File: config.mk
export PLATFORM = sky130hd
export DESIGN_NAME = nibble_ascii_frame_builder
export DESIGN_NICKNAME = d
export VERILOG_FILES = /design/src/design/nafb_pkg.sv /design/src/design/nibble_ascii_frame_builder.sv /design/src/design/nafb_front.sv /design/src/design/nafb_queue.sv /design/src/design/nafb_back.sv
export SDC_FILE = /design/constraint.sdc
export NUM_CORES = 1
export LEC_CHECK = 0
export BUFFER_PORTS_ARGS = -buffer_cell sky130_fd_sc_hd__buf_2
export CORE_ASPECT_RATIO = 0.5
export CORE_UTILIZATION = 42
export DETAILED_ROUTE_END_ITERATION = 8
export PLACE_DENSITY = 0.68
export SYNTH_ARGS = -nofsm -noshare
export SYNTH_HDL_FRONTEND = slang
export SYNTH_SLANG_ARGS = --single-unit
File: constraint.sdc
create_clock -name clk -period 2.6 [get_ports clk]
set_input_delay 0.13 -clock clk [delete_from_list [all_inputs] [get_ports clk]]
set_output_delay 0.13 -clock clk [all_outputs]
set_load 0.01 [all_outputs]
File: src/design/nafb_pkg.sv
// Shared types and constants for the nibble ASCII frame builder.
`timescale 1ns / 1ps

package nafb_pkg;

    localparam int MAX_FRAME_BITS_DEFAULT = 1024;
    localparam int QUEUE_DEPTH_DEFAULT    = 4;
    localparam logic [7:0] SEQ_LIMIT_RESET = 8'd200;

    localparam logic [7:0] CHR_DOLLAR = 8'h24;
    localparam logic [7:0] CHR_D      = 8'h64;
    localparam logic [7:0] CHR_A      = 8'h61;
    localparam logic [7:0] CHR_T      = 8'h74;
    localparam logic [7:0] CHR_USCORE = 8'h5F;
    localparam logic [7:0] CHR_CR     = 8'h0D;
    localparam logic [7:0] CHR_LF     = 8'h0A;
    localparam logic [7:0] DIGIT_BASE = 8'h30;

    // Byte positions inside one frame command
    typedef enum logic [3:0] {
        POS_DOLLAR = 4'd0,
        POS_D      = 4'd1,
        POS_A      = 4'd2,
        POS_T      = 4'd3,
        POS_USCORE = 4'd4,
        POS_SEQ    = 4'd5,
        POS_CNT_HI = 4'd6,
        POS_CNT_LO = 4'd7,
        POS_NIBBLE = 4'd8,
        POS_CHECK  = 4'd9,
        POS_CR     = 4'd10,
        POS_LF     = 4'd11
    } pos_t;

    // One classified word handed from the front end to the byte sequencer
    typedef struct packed {
        logic       first;
        logic       last;
        logic [3:0] nib;
        logic [7:0] seq;
        logic [7:0] cnt_hi;
        logic [7:0] cnt_lo;
    } cmd_t;

endpackage

File: src/design/nibble_ascii_frame_builder.sv
// Top level of the nibble ASCII frame builder.
`timescale 1ns / 1ps

// Builds ASCII framed packets from decoded nibbles. A word with first_nibble
// set opens a frame and yields the header "$dat_", the rolling sequence
// number and the nibble count (high byte, then low byte), followed by the
// nibble as an ASCII digit (nibble + 0x30). Later words yield one digit
// each; a word with last_nibble set adds the XOR of all earlier frame bytes,
// then CR and LF (frame_end marks the LF, run_last the final byte of each
// input word). Words outside an open frame are dropped. The sequence number
// counts up to cfg_data's limit (reset 200) and then wraps to zero; write
// the limit only while the block is idle. Input words are taken one per
// cycle while the command queue has room; the output side emits one byte
// per cycle while out_stall is low, so a middle word yields one byte, a
// header word nine and a closing word four. Sustained rate is set by the
// byte sequencer, which loads its output register and pops spent commands.

module nibble_ascii_frame_builder #(
    parameter int MAX_FRAME_BITS = nafb_pkg::MAX_FRAME_BITS_DEFAULT,
    parameter int QUEUE_DEPTH    = nafb_pkg::QUEUE_DEPTH_DEFAULT
) (
    input  logic       clk,
    input  logic       rst_n,
    input  logic       in_valid,
    output logic       in_stall,
    input  logic [3:0] nibble,
    input  logic [9:0] frame_bit_count,
    input  logic       first_nibble,
    input  logic       last_nibble,
    output logic       out_valid,
    input  logic       out_stall,
    output logic [7:0] out_byte,
    output logic       run_last,
    output logic       frame_end,
    input  logic       cfg_valid,
    output logic       cfg_ready,
    input  logic [7:0] cfg_data
);

    logic           q_full;
    logic           q_push;
    nafb_pkg::cmd_t q_cmd;
    logic           q_pop;
    logic           head_valid;
    nafb_pkg::cmd_t head_cmd;

    // Classify words, advance the sequence number at each frame start
    nafb_front #(
        .MAX_FRAME_BITS (MAX_FRAME_BITS)
    ) u_front (
        .clk             (clk),
        .rst_n           (rst_n),
        .in_valid        (in_valid),
        .in_stall        (in_stall),
        .nibble          (nibble),
        .frame_bit_count (frame_bit_count),
        .first_nibble    (first_nibble),
        .last_nibble     (last_nibble),
        .cfg_valid       (cfg_valid),
        .cfg_ready       (cfg_ready),
        .cfg_data        (cfg_data),
        .q_full          (q_full),
        .q_push          (q_push),
        .q_cmd           (q_cmd)
    );

    // Hold commands while the sequencer works through a header or trailer
    nafb_queue #(
        .DEPTH (QUEUE_DEPTH)
    ) u_queue (
        .clk        (clk),
        .rst_n      (rst_n),
        .push       (q_push),
        .push_cmd   (q_cmd),
        .full       (q_full),
        .pop        (q_pop),
        .head_valid (head_valid),
        .head_cmd   (head_cmd)
    );

    // Expand each command into bytes and drop it after its last byte
    nafb_back u_back (
        .clk        (clk),
        .rst_n      (rst_n),
        .head_valid (head_valid),
        .head_cmd   (head_cmd),
        .pop        (q_pop),
        .out_valid  (out_valid),
        .out_stall  (out_stall),
        .out_byte   (out_byte),
        .run_last   (run_last),
        .frame_end  (frame_end)
    );

endmodule

File: src/design/nafb_front.sv
// Front end: accepts nibble words, tracks frame state and sequence number.
`timescale 1ns / 1ps

module nafb_front #(
    parameter int MAX_FRAME_BITS = nafb_pkg::MAX_FRAME_BITS_DEFAULT
) (
    input  logic                clk,
    input  logic                rst_n,
    input  logic                in_valid,
    output logic                in_stall,
    input  logic [3:0]          nibble,
    input  logic [9:0]          frame_bit_count,
    input  logic                first_nibble,
    input  logic                last_nibble,
    input  logic                cfg_valid,
    output logic                cfg_ready,
    input  logic [7:0]          cfg_data,
    input  logic                q_full,
    output logic                q_push,
    output nafb_pkg::cmd_t      q_cmd
);

    localparam int BW = $clog2(MAX_FRAME_BITS + 1);
    localparam int SW = (BW > 10) ? BW : 10;

    logic [7:0]    limit_reg;
    logic [7:0]    seq_reg;
    logic [7:0]    seq_next;
    logic          in_frame_reg;
    logic          accept;
    logic [SW-1:0] bits_ext;
    logic [SW-1:0] bits_sat;
    logic [SW-1:0] count;

    assign cfg_ready = 1'b1;
    assign in_stall  = q_full;
    assign accept    = in_valid && !q_full;
    assign q_push    = accept && (first_nibble || in_frame_reg);

    // Saturate the bit count, then divide by four
    assign bits_ext = SW'(frame_bit_count);
    assign bits_sat = (bits_ext > SW'(MAX_FRAME_BITS)) ? SW'(MAX_FRAME_BITS) : bits_ext;
    assign count    = bits_sat >> 2;

    assign seq_next = (seq_reg < limit_reg) ? (seq_reg + 8'd1) : 8'd0;

    always_comb
    begin
        q_cmd.first  = first_nibble;
        q_cmd.last   = last_nibble;
        q_cmd.nib    = nibble;
        q_cmd.seq    = seq_next;
        q_cmd.cnt_hi = 8'(count >> 8);
        q_cmd.cnt_lo = count[7:0];
    end

    always_ff @(posedge clk or negedge rst_n)
    begin
        if (!rst_n)
        begin
            limit_reg    <= nafb_pkg::SEQ_LIMIT_RESET;
            seq_reg      <= 8'd0;
            in_frame_reg <= 1'b0;
        end
        else
        begin
            if (cfg_valid)
            begin
                limit_reg <= cfg_data;
            end
            if (q_push)
            begin
                if (first_nibble)
                begin
                    seq_reg <= seq_next;
                end
                in_frame_reg <= !last_nibble;
            end
        end
    end

endmodule

File: src/design/nafb_queue.sv
// Short command queue between the front end and the byte sequencer.
`timescale 1ns / 1ps

module nafb_queue #(
    parameter int DEPTH = nafb_pkg::QUEUE_DEPTH_DEFAULT
) (
    input  logic           clk,
    input  logic           rst_n,
    input  logic           push,
    input  nafb_pkg::cmd_t push_cmd,
    output logic           full,
    input  logic           pop,
    output logic           head_valid,
    output nafb_pkg::cmd_t head_cmd
);

    localparam int PW = (DEPTH > 1) ? $clog2(DEPTH) : 1;
    localparam int CW = $clog2(DEPTH + 1);

    nafb_pkg::cmd_t slot_reg [DEPTH];
    logic [PW-1:0]  wr_ptr_reg;
    logic [PW-1:0]  rd_ptr_reg;
    logic [CW-1:0]  fill_reg;
    logic [CW-1:0]  fill_next;

    assign full       = (fill_reg == CW'(DEPTH));
    assign head_valid = (fill_reg != '0);
    assign head_cmd   = slot_reg[rd_ptr_reg];

    always_comb
    begin
        fill_next = fill_reg;
        if (push && !pop)
        begin
            fill_next = fill_reg + CW'(1);
        end
        else if (pop && !push)
        begin
            fill_next = fill_reg - CW'(1);
        end
    end

    always_ff @(posedge clk)
    begin
        if (push)
        begin
            slot_reg[wr_ptr_reg] <= push_cmd;
        end
    end

    always_ff @(posedge clk or negedge rst_n)
    begin
        if (!rst_n)
        begin
            wr_ptr_reg <= '0;
            rd_ptr_reg <= '0;
            fill_reg   <= '0;
        end
        else
        begin
            fill_reg <= fill_next;
            if (push)
            begin
                wr_ptr_reg <= (wr_ptr_reg == PW'(DEPTH - 1)) ? '0 : wr_ptr_reg + PW'(1);
            end
            if (pop)
            begin
                rd_ptr_reg <= (rd_ptr_reg == PW'(DEPTH - 1)) ? '0 : rd_ptr_reg + PW'(1);
            end
        end
    end

endmodule

File: src/design/nafb_back.sv
// Byte sequencer: expands each command into frame bytes, keeps the checksum.
`timescale 1ns / 1ps

module nafb_back (
    input  logic           clk,
    input  logic           rst_n,
    input  logic           head_valid,
    input  nafb_pkg::cmd_t head_cmd,
    output logic           pop,
    output logic           out_valid,
    input  logic           out_stall,
    output logic [7:0]     out_byte,
    output logic           run_last,
    output logic           frame_end
);

    logic            active_reg;
    nafb_pkg::pos_t  pos_reg;
    nafb_pkg::pos_t  pos;
    logic [7:0]      xor_reg;
    logic [7:0]      xor_base;
    logic [7:0]      byte_val;
    logic            final_byte;
    logic            load;
    logic            out_valid_reg;
    logic [7:0]      out_byte_reg;
    logic            run_last_reg;
    logic            frame_end_reg;

    assign load = head_valid && (!out_valid_reg || !out_stall);
    assign pop  = load && final_byte;

    // A fresh command starts at the header or straight at its nibble
    always_comb
    begin
        if (active_reg)
        begin
            pos = pos_reg;
        end
        else if (head_cmd.first)
        begin
            pos = nafb_pkg::POS_DOLLAR;
        end
        else
        begin
            pos = nafb_pkg::POS_NIBBLE;
        end
    end

    assign xor_base = (pos == nafb_pkg::POS_DOLLAR) ? 8'd0 : xor_reg;

    always_comb
    begin
        unique case (pos)
            nafb_pkg::POS_DOLLAR: byte_val = nafb_pkg::CHR_DOLLAR;
            nafb_pkg::POS_D:      byte_val = nafb_pkg::CHR_D;
            nafb_pkg::POS_A:      byte_val = nafb_pkg::CHR_A;
            nafb_pkg::POS_T:      byte_val = nafb_pkg::CHR_T;
            nafb_pkg::POS_USCORE: byte_val = nafb_pkg::CHR_USCORE;
            nafb_pkg::POS_SEQ:    byte_val = head_cmd.seq;
            nafb_pkg::POS_CNT_HI: byte_val = head_cmd.cnt_hi;
            nafb_pkg::POS_CNT_LO: byte_val = head_cmd.cnt_lo;
            nafb_pkg::POS_NIBBLE: byte_val = nafb_pkg::DIGIT_BASE + 8'(head_cmd.nib);
            nafb_pkg::POS_CHECK:  byte_val = xor_reg;
            nafb_pkg::POS_CR:     byte_val = nafb_pkg::CHR_CR;
            nafb_pkg::POS_LF:     byte_val = nafb_pkg::CHR_LF;
            default:              byte_val = 8'd0;
        endcase
    end

    assign final_byte = ((pos == nafb_pkg::POS_NIBBLE) && !head_cmd.last)
                     || (pos == nafb_pkg::POS_LF);

    always_ff @(posedge clk)
    begin
        if (load)
        begin
            out_byte_reg  <= byte_val;
            run_last_reg  <= final_byte;
            frame_end_reg <= (pos == nafb_pkg::POS_LF);
        end
    end

    always_ff @(posedge clk or negedge rst_n)
    begin
        if (!rst_n)
        begin
            active_reg    <= 1'b0;
            pos_reg       <= nafb_pkg::POS_DOLLAR;
            xor_reg       <= 8'd0;
            out_valid_reg <= 1'b0;
        end
        else
        begin
            if (load)
            begin
                out_valid_reg <= 1'b1;
                xor_reg       <= xor_base ^ byte_val;
                active_reg    <= !final_byte;
                pos_reg       <= nafb_pkg::pos_t'(pos + 4'd1);
            end
            else if (!out_stall)
            begin
                out_valid_reg <= 1'b0;
            end
        end
    end

    assign out_valid = out_valid_reg;
    assign out_byte  = out_byte_reg;
    assign run_last  = run_last_reg;
    assign frame_end = frame_end_reg;

endmodule
==> results_dict.tcl, run 1 <==
set metrics [dict create \
    status "finished clean" \
    cts_tree "built" \
    arrival_ns 2.79 \
    antenna_left 0 \
    syn_avg_cell_area_sq_um 13.9 \
    synth_most_common_cell "edfxtp_1" \
    path_max_fanout 4 \
    slew_viol_final 0 \
    clock-root-buffer "clkbuf_16" \
    yosysUniqueCellTypes 55 \
    skew_ns 0.00666 \
    gr-total-overflow 0 \
    holdWs_ns 0.0360 \
    routed_wl_microns 11900 \
    syn-instance-count 442 \
    post-dp-hpwl_microns 7510 \
    n_antenna_cell 0 \
    die_h_microns 87.4 \
    finalHoldViolCount 0 \
    clk_pin_slew_ns 0.06 \
    end_kind "flip-flop" \
    pre_cts_slack_ns 0.0512 \
    yosys-top-cells-area "edfxtp_1 (48%), dfrtp_1 (14%), mux4_2 (6.6%)" \
    layout_setup_ws_ns 0.107 \
    fmax_ghz 0.401 \
    hold_path.class "primary input to flip-flop" \
    die-area_sq_um 15100 \
    ys_seq_area_share_pct 63.7 \
    start_kind "flip-flop" \
    synthArstFlopShare_pct 27.9 \
    pwr-share-clk_pct 27.9 \
    placed_cells 675 \
    p_switching_w 0.00298 \
    fill_cells 1149 \
    multi_input_area_sq_um 2110 \
    final_cells 731 \
    maxCapViolCount 0 \
    yosys_warnings 0 \
    htreeDepth 4 \
    slew_headroom_pct 39.0 \
    via_count 3788 \
    p_leak_nw 2.94 \
    core_sq_um 13900 \
    critPathRequiredTime_ns 2.90 \
    largest_reg_flops 88 \
    p_seq_share_pct 37.2 \
    synth_top_area_share_pct 48.1 \
    port_buffers 38 \
    final.setup.tns_ns 0 \
    post_cts_buffers 0 \
    post-route-period-util_pct 95.9 \
    firstDrtPassIters 4 \
    synth_enable_flop_cells 98 \
    swShare_pct 32.8 \
    via_per_inst 5.18 \
    start_util_pct 44.1 \
    seqCellArea_sq_um 3900 \
    nets 574 \
    antenna_found_initial 0 \
    drc 0 \
    intPower_w 0.00611 \
    vdd_drop_max_mv 0.589 \
    synth_top_area_cell "edfxtp_1" \
    critPathKind "flip-flop to flip-flop" \
    cts.sinks 136 \
    synth_area_sq_um 6120 \
    worst_slew_pin_slew_ns 0.915 \
    clk_latency_ns 0.41 \
    avgRoutedWirePerCell_microns 16.2 \
    layout_min_cycle_time_ns 2.49 \
    die_w_microns 173 \
    yosys-top-cells-count "edfxtp_1 (98), nand2_1 (56), dfrtp_1 (35)" \
    area_delta_synth_final_pct 23.3 \
    synthFlopType "edfxtp_1" \
    cts_buffers 17 \
    drive_above_1_share_pct 24.1 \
    grt_pass1_vias 3898 \
    rsz0062_at_grt "no" \
    synth-seq-cells 136 \
    io-pin-count 42 \
    finalSetupViolCount 0 \
    finalPower_w 0.00910 \
    core.rowCount 30 \
    grt_pass1_wl_microns 20000 \
    grt_usage_pct 17.5 \
    grt_start_max_net_pins 39 \
    syn-num-nets 490 \
    combPwrFrac_pct 34.9 \
    power.density_nw_per_um2 1210 \
    drtIter0Drc 391 \
    cts.path.max_buffers 2 \
    routabilityCongestion 0.814 \
]
-- logic make-up (layout without fill, tap and decap cells) --
logic type,after synthesis,after routing,synth area share [%]
flops,136,136,63.7
other cells,1,1,0.0613
fa+ha+maj,19,19,4.01
simple gates,124,124,9.48
mux,32,32,10.1
buf+inv,39,136,2.82
xor+xnor,5,5,0.715
compound gates,86,86,9.16
-- layer usage --
metal | track usage, % | part of all wire (%) | up-vias
met1 | 22.8 | 48 | 1853
met5 | 0 | 0 | -
met3 | 4.62 | 4.2 | 17
li1 | - | - | 1835
met4 | 7.08 | 1.4 | 0
met2 | 28.4 | 46 | 83
-- through the flow --
step	cell area (sq um)	utilization [%]
3_3_place_gp	6640	47.8
5_1_grt	7550	54.4
4_1_cts	7500	54.0
6_report	7550	54.4
2_1_floorplan	6150	-
3_5_place_dp	6640	47.8
-- power by group through the flow --
stage | logic [W] | clock network (W) | registers (W)
2_1_floorplan | 0.00220 | 0 | 0.00338
3_3_place_gp | 0.00299 | 0 | 0.00339
3_5_place_dp | 0.00306 | 0 | 0.00341
4_1_cts | 0.00312 | 0.00256 | 0.00338
5_1_grt | 0.00354 | 0.00266 | 0.00345
6_report | 0.00318 | 0.00254 | 0.00338
-- cell type report --
class                      count  area share (%)
clock inverter                12            2.34
multi-input combinational    267            28.0
clock buffer                  20            5.92
sequential                   136            51.6
timing repair buffer          84            7.94
tap                          192            3.18
inverter                      20            1.01
-- cells in the final DEF (no fill, tap or decap), types with 5 or more instances in the layout --
master         count
edfxtp_1          98
nor3b_1            5
mux4_2            18
dfrtp_1           35
buf_2             38
inv_1             18
nand2_1           55
a22oi_1            5
dlygate4sd3_1     24
nor3_1            10
a21oi_1           16
ha_1              14
a21o_1             7
nand3_1           11
nor2_1            17
o21ai_0           24
clkbuf_16         17
and2_1             7
buf_4             21
o22ai_1            5
-- worst max-delay path, stage by stage, from the launching register on --
cell and delay (ns):
dfrtp_1 0.38, mux4_2 0.54, mux2_4 0.32, a21oi_4 0.16, nand2_4 0.09, ha_4 0.16, inv_1 0.06, fa_1 0.40
mux2_2 0.27
-- final timing paths --
kind | from | to | slack [ns] | depth (start not counted)
setup / recovery | u_queue.rd_ptr_reg[0]$_DFFE_PN0P_ | u_queue.fill_reg[1]$_DFFE_PN0P_ | 0.11 | 8
hold / removal | cfg_valid | u_front.limit_reg[7]$_DFFE_PN1P_ | 0.04 | 2
setup reg to reg | u_queue.rd_ptr_reg[0]$_DFFE_PN0P_ | u_queue.fill_reg[1]$_DFFE_PN0P_ | 0.11 | 8
hold reg to reg | u_queue.fill_reg[2]$_DFFE_PN0P_ | u_queue.fill_reg[2]$_DFFE_PN0P_ | 0.49 | 1
max in group asynchronous | rst_n | u_front.limit_reg[5]$_DFFE_PN0P_ | 1.62 | 2
min in group asynchronous | rst_n | u_back.pos_reg[3]$_DFFE_PN0P_ | 0.39 | 2
-- repair_timing --
action / CTS / global route
hold endpoints to repair: 101 / 0
endpoints found under the setup margin: 0 / 4
gates resized for setup: 0 / 9
hold buffers: 24 / 0
No activity file was read; power rests on OpenSTA's default activity.
==> run 2, diff against run 1 <==
- CORE_MARGIN: unset -> 4
- CTS_CLUSTER_SIZE: unset -> 14
- SYNTH_HIERARCHICAL: unset -> 1
==> results_dict.tcl, run 2 <==
set metrics [dict create \
    status "finished clean" \
    grtUsageMet2_pct 22.3 \
    firstDrtPassIters 5 \
    drive_above_1_share_pct 26.5 \
    core_sq_um 17700 \
    p_switching_w 0.00343 \
    via_per_inst 5.30 \
    pre_cts_slack_ns 0.0524 \
    cts_tree "built" \
    finalPower_w 0.0102 \
    synth_top_area_cell "edfxtp_1" \
    slew_viol_final 0 \
    end_kind "flip-flop" \
    synth_enable_flop_cells 130 \
    via_count 4376 \
    synth-seq-cells 168 \
    cts.sinks 168 \
    io-pin-count 42 \
    synth_top_area_share_pct 50.8 \
    critPathKind "flip-flop to flip-flop" \
    intPower_w 0.00676 \
    die_w_microns 199 \
    synth_most_common_cell "edfxtp_1" \
    final_cells 826 \
    final_common_cell "edfxtp_1" \
    pwr-share-clk_pct 23.2 \
    swShare_pct 33.6 \
    largest_reg_flops 120 \
    synth_area_sq_um 7680 \
    worst_slew_pin_slew_ns 0.951 \
    antenna_found_initial 0 \
    busiest_layer "met2" \
    post-route-util_pct 50.9 \
    placed_cells 769 \
    maxCapViolCount 0 \
    synthFlopType "edfxtp_1" \
    grt_pass1_vias 4427 \
    arrival_ns 2.85 \
    p_seq_share_pct 39.6 \
    cts.path.max_buffers 2 \
    synthAdderAreaFrac_pct 3.19 \
    skew_ns 0.0128 \
    ys_seq_area_share_pct 63.2 \
    clk_pin_slew_ns 0.07 \
    hold_path.class "primary input to flip-flop" \
    yosys-top-cells-count "edfxtp_1 (130), nand2_1 (39), dfrtp_1 (35)" \
    synth-compound-area-share_pct 9.30 \
    critPathRequiredTime_ns 2.90 \
    vdd_drop_max_mv 0.629 \
    cts_buffers 17 \
    rsz0062_at_grt "yes" \
    p_leak_nw 3.32 \
    yosys-top-cells-area "edfxtp_1 (51%), dfrtp_1 (11%), mux4_2 (8.2%)" \
    start_kind "flip-flop" \
    die-area_sq_um 20700 \
    n_antenna_cell 0 \
    synthArstFlopShare_pct 22.6 \
    syn-instance-count 506 \
    avgRoutedWirePerCell_microns 17.7 \
    fmax_ghz 0.392 \
    final_cell_mix "edfxtp_1 (130), buf_2 (38), nand2_1 (38)" \
    clock-root-buffer "clkbuf_16" \
    grt_start_max_net_pins 39 \
    clk_latency_ns 0.42 \
    die_h_microns 104 \
    core.rowCount 34 \
    nets 627 \
    synthSimpleGateAreaFrac_pct 7.85 \
    htreeDepth 4 \
    slew_headroom_pct 36.6 \
    drtIter0Drc 462 \
    grt_usage_pct 14.8 \
    antenna_left 0 \
    yosysUniqueCellTypes 70 \
    layout_min_cycle_time_ns 2.55 \
    combPwrFrac_pct 37.2 \
    post-route-period-util_pct 98.1 \
    yosys.area_share.xor_xnor_pct 0.684 \
    gr-total-overflow 0 \
    finalSetupViolCount 0 \
    holdWs_ns 0.0224 \
    port_buffers 38 \
    synth.area.mux_share_pct 10.5 \
    synth_top_family_by_area "multiplexers" \
    finalHoldViolCount 0 \
    grtUsageMet3_pct 3.41 \
    grt_pass1_wl_microns 23800 \
    post-dp-hpwl_microns 9530 \
    layout_setup_ws_ns 0.0499 \
    yosys_warnings 6 \
    routabilityCongestion 0.819 \
    drc 0 \
    routed_wl_microns 14600 \
    syn_avg_cell_area_sq_um 15.2 \
    power.density_nw_per_um2 1130 \
    grt_use_met1_pct 21.8 \
    area_delta_synth_final_pct 17.0 \
    path_max_fanout 3 \
    fill_cells 1434 \
    start_util_pct 43.5 \
]
[run 2: changes by cell type after synthesis, moves of 4 or more]
cell,delta
edfxtp_1,+32
buf_4,+22
nand2_1,-17
mux4_2,+10
o211ai_1,+10
nand3_1,-7
nor3_1,-7
o21ai_0,-6
a22oi_1,-5
and2_1,+4
mux2i_1,+4
nand2b_1,+4
[run 2: final timing paths]
check,from,endpoint,slack [ns],cells past startpoint
max reg2reg,u_queue/rd_ptr_reg[0]$_DFFE_PN0P_,u_queue/fill_reg[1]$_DFFE_PN0P_,0.05,10
min in group asynchronous,rst_n,u_front/limit_reg[2]$_DFFE_PN0P_,0.39,2
min reg2reg,u_back/xor_reg[1]$_DFFE_PN0P_,u_back/xor_reg[1]$_DFFE_PN0P_,0.49,1
max in group asynchronous,rst_n,u_queue/rd_ptr_reg[0]$_DFFE_PN0P_,1.53,2
min,cfg_valid,u_front/limit_reg[3]$_DFFE_PN1P_,0.02,2
max,u_queue/rd_ptr_reg[0]$_DFFE_PN0P_,u_queue/fill_reg[1]$_DFFE_PN0P_,0.05,10
[run 2: cell families (layout without fill, tap and decap cells)]
logic type / after synthesis / count (layout)
compound gates: 93 / 93
xor+xnor: 6 / 6
fa+ha+maj: 19 / 19
buf+inv: 61 / 140
flops: 168 / 168
mux: 42 / 42
other cells: 2 / 9
simple gates: 115 / 115
[run 2: metrics by stage]
stage	TNS, ns	cell area (sq um)
after floorplan	-0.106	7790
after global placement	0	8190
after detailed placement	0	8190
after CTS	0	8970
after global routing	-0.0612	8990
final	0	8990
[run 2: area by class of cell]
cell class / count / area, sq um / area share [%]
multi-input combinational: 284 / 2510 / 27.9
sequential: 168 / 4860 / 54.1
tap: 234 / 293 / 3.26
timing repair buffer: 91 / 708 / 7.88
inverter: 17 / 63.8 / 0.710
clock buffer: 18 / 429 / 4.77
clock inverter: 14 / 124 / 1.38
[run 2: critical path: stages (launching register included)]
cell	delay, ns
dfrtp_2	0.38
mux4_2	0.52
nor2b_4	0.15
a21oi_2	0.13
o21a_1	0.16
and2_4	0.17
inv_2	0.04
ha_4	0.15
inv_2	0.05
fa_2	0.42
mux2_2	0.26
[run 2: metal layers]
| layer | up-vias | wire length [microns] |
|---|---|---|
| li1 | 2072 | - |
| met1 | 2185 | 7090 |
| met2 | 115 | 6650 |
| met3 | 4 | 833 |
| met4 | 0 | 69 |
| met5 | - | 0 |
[run 2: timing repair]
item	4_1_cts	5_1_grt
hold buffers	23	0
endpoints found under the setup margin	0	4
buffers inserted	0	2
gates resized for setup	0	1
endpoints found under the hold margin	93	0
[run 2: power by group through the flow]
stage / registers (W) / clock network [W] / logic [W]
2_1_floorplan: 0.00405 / 0 / 0.00275
3_3_place_gp: 0.00406 / 0 / 0.00365
3_5_place_dp: 0.00409 / 0 / 0.00373
6_report: 0.00404 / 0.00236 / 0.00379
4_1_cts: 0.00404 / 0.00241 / 0.00379
5_1_grt: 0.00411 / 0.00253 / 0.00417
==> run 3, diff against run 2 <==
- CORE_UTILIZATION: 42 -> 35
- PLACE_DENSITY: 0.68 -> 0.59
==> results_dict.tcl, run 3 (synthesis gave the netlist of run 2 again) <==
set metrics [dict create \
    slew_headroom_pct 38.9 \
    grt_pass1_vias 4497 \
    critPathCapture "u_queue/fill_reg[1]$_DFFE_PN0P_" \
    path_max_fanout 4 \
    post-dp-hpwl_microns 10000 \
    path_cells "mux4_2 > nor2b_4 > a21oi_2 > o21a_1 > and2_4 > inv_4 > ha_4 > inv_2 > fa_2 > mux2_4" \
    start_util_pct 36.5 \
    grt_usage_pct 12.8 \
    r2r-end "u_queue/fill_reg[1]$_DFFE_PN0P_" \
    fmax_ghz 0.385 \
    skew_ns 0.0137 \
    holdWs_ns 0.0350 \
    post-route-util_pct 43.3 \
    layout_min_cycle_time_ns 2.59 \
    status "finished clean" \
    final_cells 890 \
    clk_latency_ns 0.42 \
    path_delay_family "multiplexers" \
    vdd_drop_max_mv 0.598 \
    antenna_left 0 \
    via_per_inst 4.98 \
    nets 633 \
    start_kind "flip-flop" \
    slew_viol_final 0 \
    core.rowCount 37 \
    r2r_slack_ns 0.006 \
    rsz0062_at_grt "yes" \
    clk_pin_slew_ns 0.07 \
    hold_path.class "primary input to flip-flop" \
    arrival_ns 2.89 \
    drc 0 \
    layout_setup_ws_ns 0.00559 \
    final_cell_mix "edfxtp_1 (130), buf_2 (38), nand2_1 (38)" \
    max_stage_delay_ns 0.53 \
    ff2ff_path_depth 10 \
    area_delta_synth_final_pct 18.6 \
    stdcell_area_sq_um 9110 \
    cts.path.max_buffers 2 \
    grt_pass1_wl_microns 24500 \
    crit_cells 10 \
    routed_wl_microns 15200 \
    end_kind "flip-flop" \
    crit_start "u_queue/rd_ptr_reg[0]$_DFFE_PN0P_" \
    drive_above_1_share_pct 26.8 \
    drtIter0Drc 294 \
    via_count 4429 \
    pre_cts_slack_ns 0.0228 \
    clock-root-buffer "clkbuf_16" \
    antenna_found_initial 0 \
    finalHoldViolCount 0 \
    firstDrtPassIters 5 \
    place_area_sq_um 8280 \
    largest_reg_flops 120 \
    power.density_nw_per_um2 1120 \
    cp_slowest_cell "mux4_2" \
    port_buffers 38 \
    grt_start_max_net_pins 39 \
    cts.sinks 168 \
    worst_slew_pin_slew_ns 0.916 \
    critPathRequiredTime_ns 2.90 \
    avgRoutedWirePerCell_microns 17.1 \
    die_h_microns 113 \
    p_leak_nw 3.36 \
    maxCapViolCount 0 \
    routabilityCongestion 0.821 \
    n_antenna_cell 0 \
    placed_cells 829 \
    die_w_microns 218 \
    die-area_sq_um 24500 \
    cts_tree "built" \
    final_common_cell "edfxtp_1" \
    critPathKind "flip-flop to flip-flop" \
    gr-total-overflow 0 \
    reg2reg_from "u_queue/rd_ptr_reg[0]$_DFFE_PN0P_" \
    post-route-period-util_pct 99.8 \
    cts_buffers 17 \
    io-pin-count 42 \
    path_buf_inv 2 \
    htreeDepth 4 \
    core_sq_um 21100 \
    finalSetupViolCount 0 \
]
-- run 3: power breakdown --
part,leakage (nW),internal [W],switching [W],total [W]
Sequential,1.64,0.00371,0.000359,0.00407
Combinational,1.46,0.00174,0.00205,0.00379
Clock,0.262,0.00125,0.00111,0.00236
-- run 3: worst reg2reg max path: stages, from the launching register on --
cell and delay, ns:
dfrtp_2 0.40, mux4_2 0.53, nor2b_4 0.15, a21oi_2 0.12
o21a_1 0.16, and2_4 0.18, inv_4 0.04, ha_4 0.15
inv_2 0.05, fa_2 0.42, mux2_4 0.28
-- run 3: how the worst min path moves through the flow --
| stage | startpoint | end | slack (ns) | cells after the start |
|---|---|---|---|---|
| after floorplan | rst_n | u_back/active_reg$_DFFE_PN0P_ | -0.17 | 0 |
| after global placement | rst_n | u_front/limit_reg[1]$_DFFE_PN0P_ | 0.32 | 1 |
| after detailed placement | rst_n | u_front/limit_reg[1]$_DFFE_PN0P_ | 0.31 | 1 |
| after CTS | cfg_valid | u_front/limit_reg[7]$_DFFE_PN1P_ | 0.02 | 2 |
| after global routing | cfg_valid | u_front/limit_reg[6]$_DFFE_PN1P_ | 0.05 | 3 |
| final | cfg_valid | u_front/limit_reg[7]$_DFFE_PN1P_ | 0.03 | 2 |
-- run 3: cell type report --
type | instances | area, sq um
well taps | 292 | 365
repair buffers | 97 | 764
multi-input cells | 284 | 2510
inverters | 17 | 66.3
flip-flops and latches | 168 | 4860
clock buffers | 19 | 433
fillers | 1917 | 12000
clock inverters | 13 | 110
-- run 3: metrics by stage --
stage,total power [W],TNS [ns]
after floorplan,0.00680,-0.106
after global placement,0.00776,0
after detailed placement,0.00787,0
after CTS,0.0103,0
after global routing,0.0109,-0.0964
final,0.0102,0
-- run 3: repair_timing --
item                       CTS  global route
setup buffers                2             1
setup endpoints to repair    1             7
hold buffers                26             0
hold endpoints to repair   101             0
gates resized for setup      0             3
pin swaps                    0             2
-- run 3: per-layer routing --
layer,vias up,GRT usage [%],wire length (microns)
li1,2081,-,-
met1,2239,18.8,7640
met2,96,19.3,6710
met3,13,3.14,655
met4,0,3.47,176
met5,-,0,0
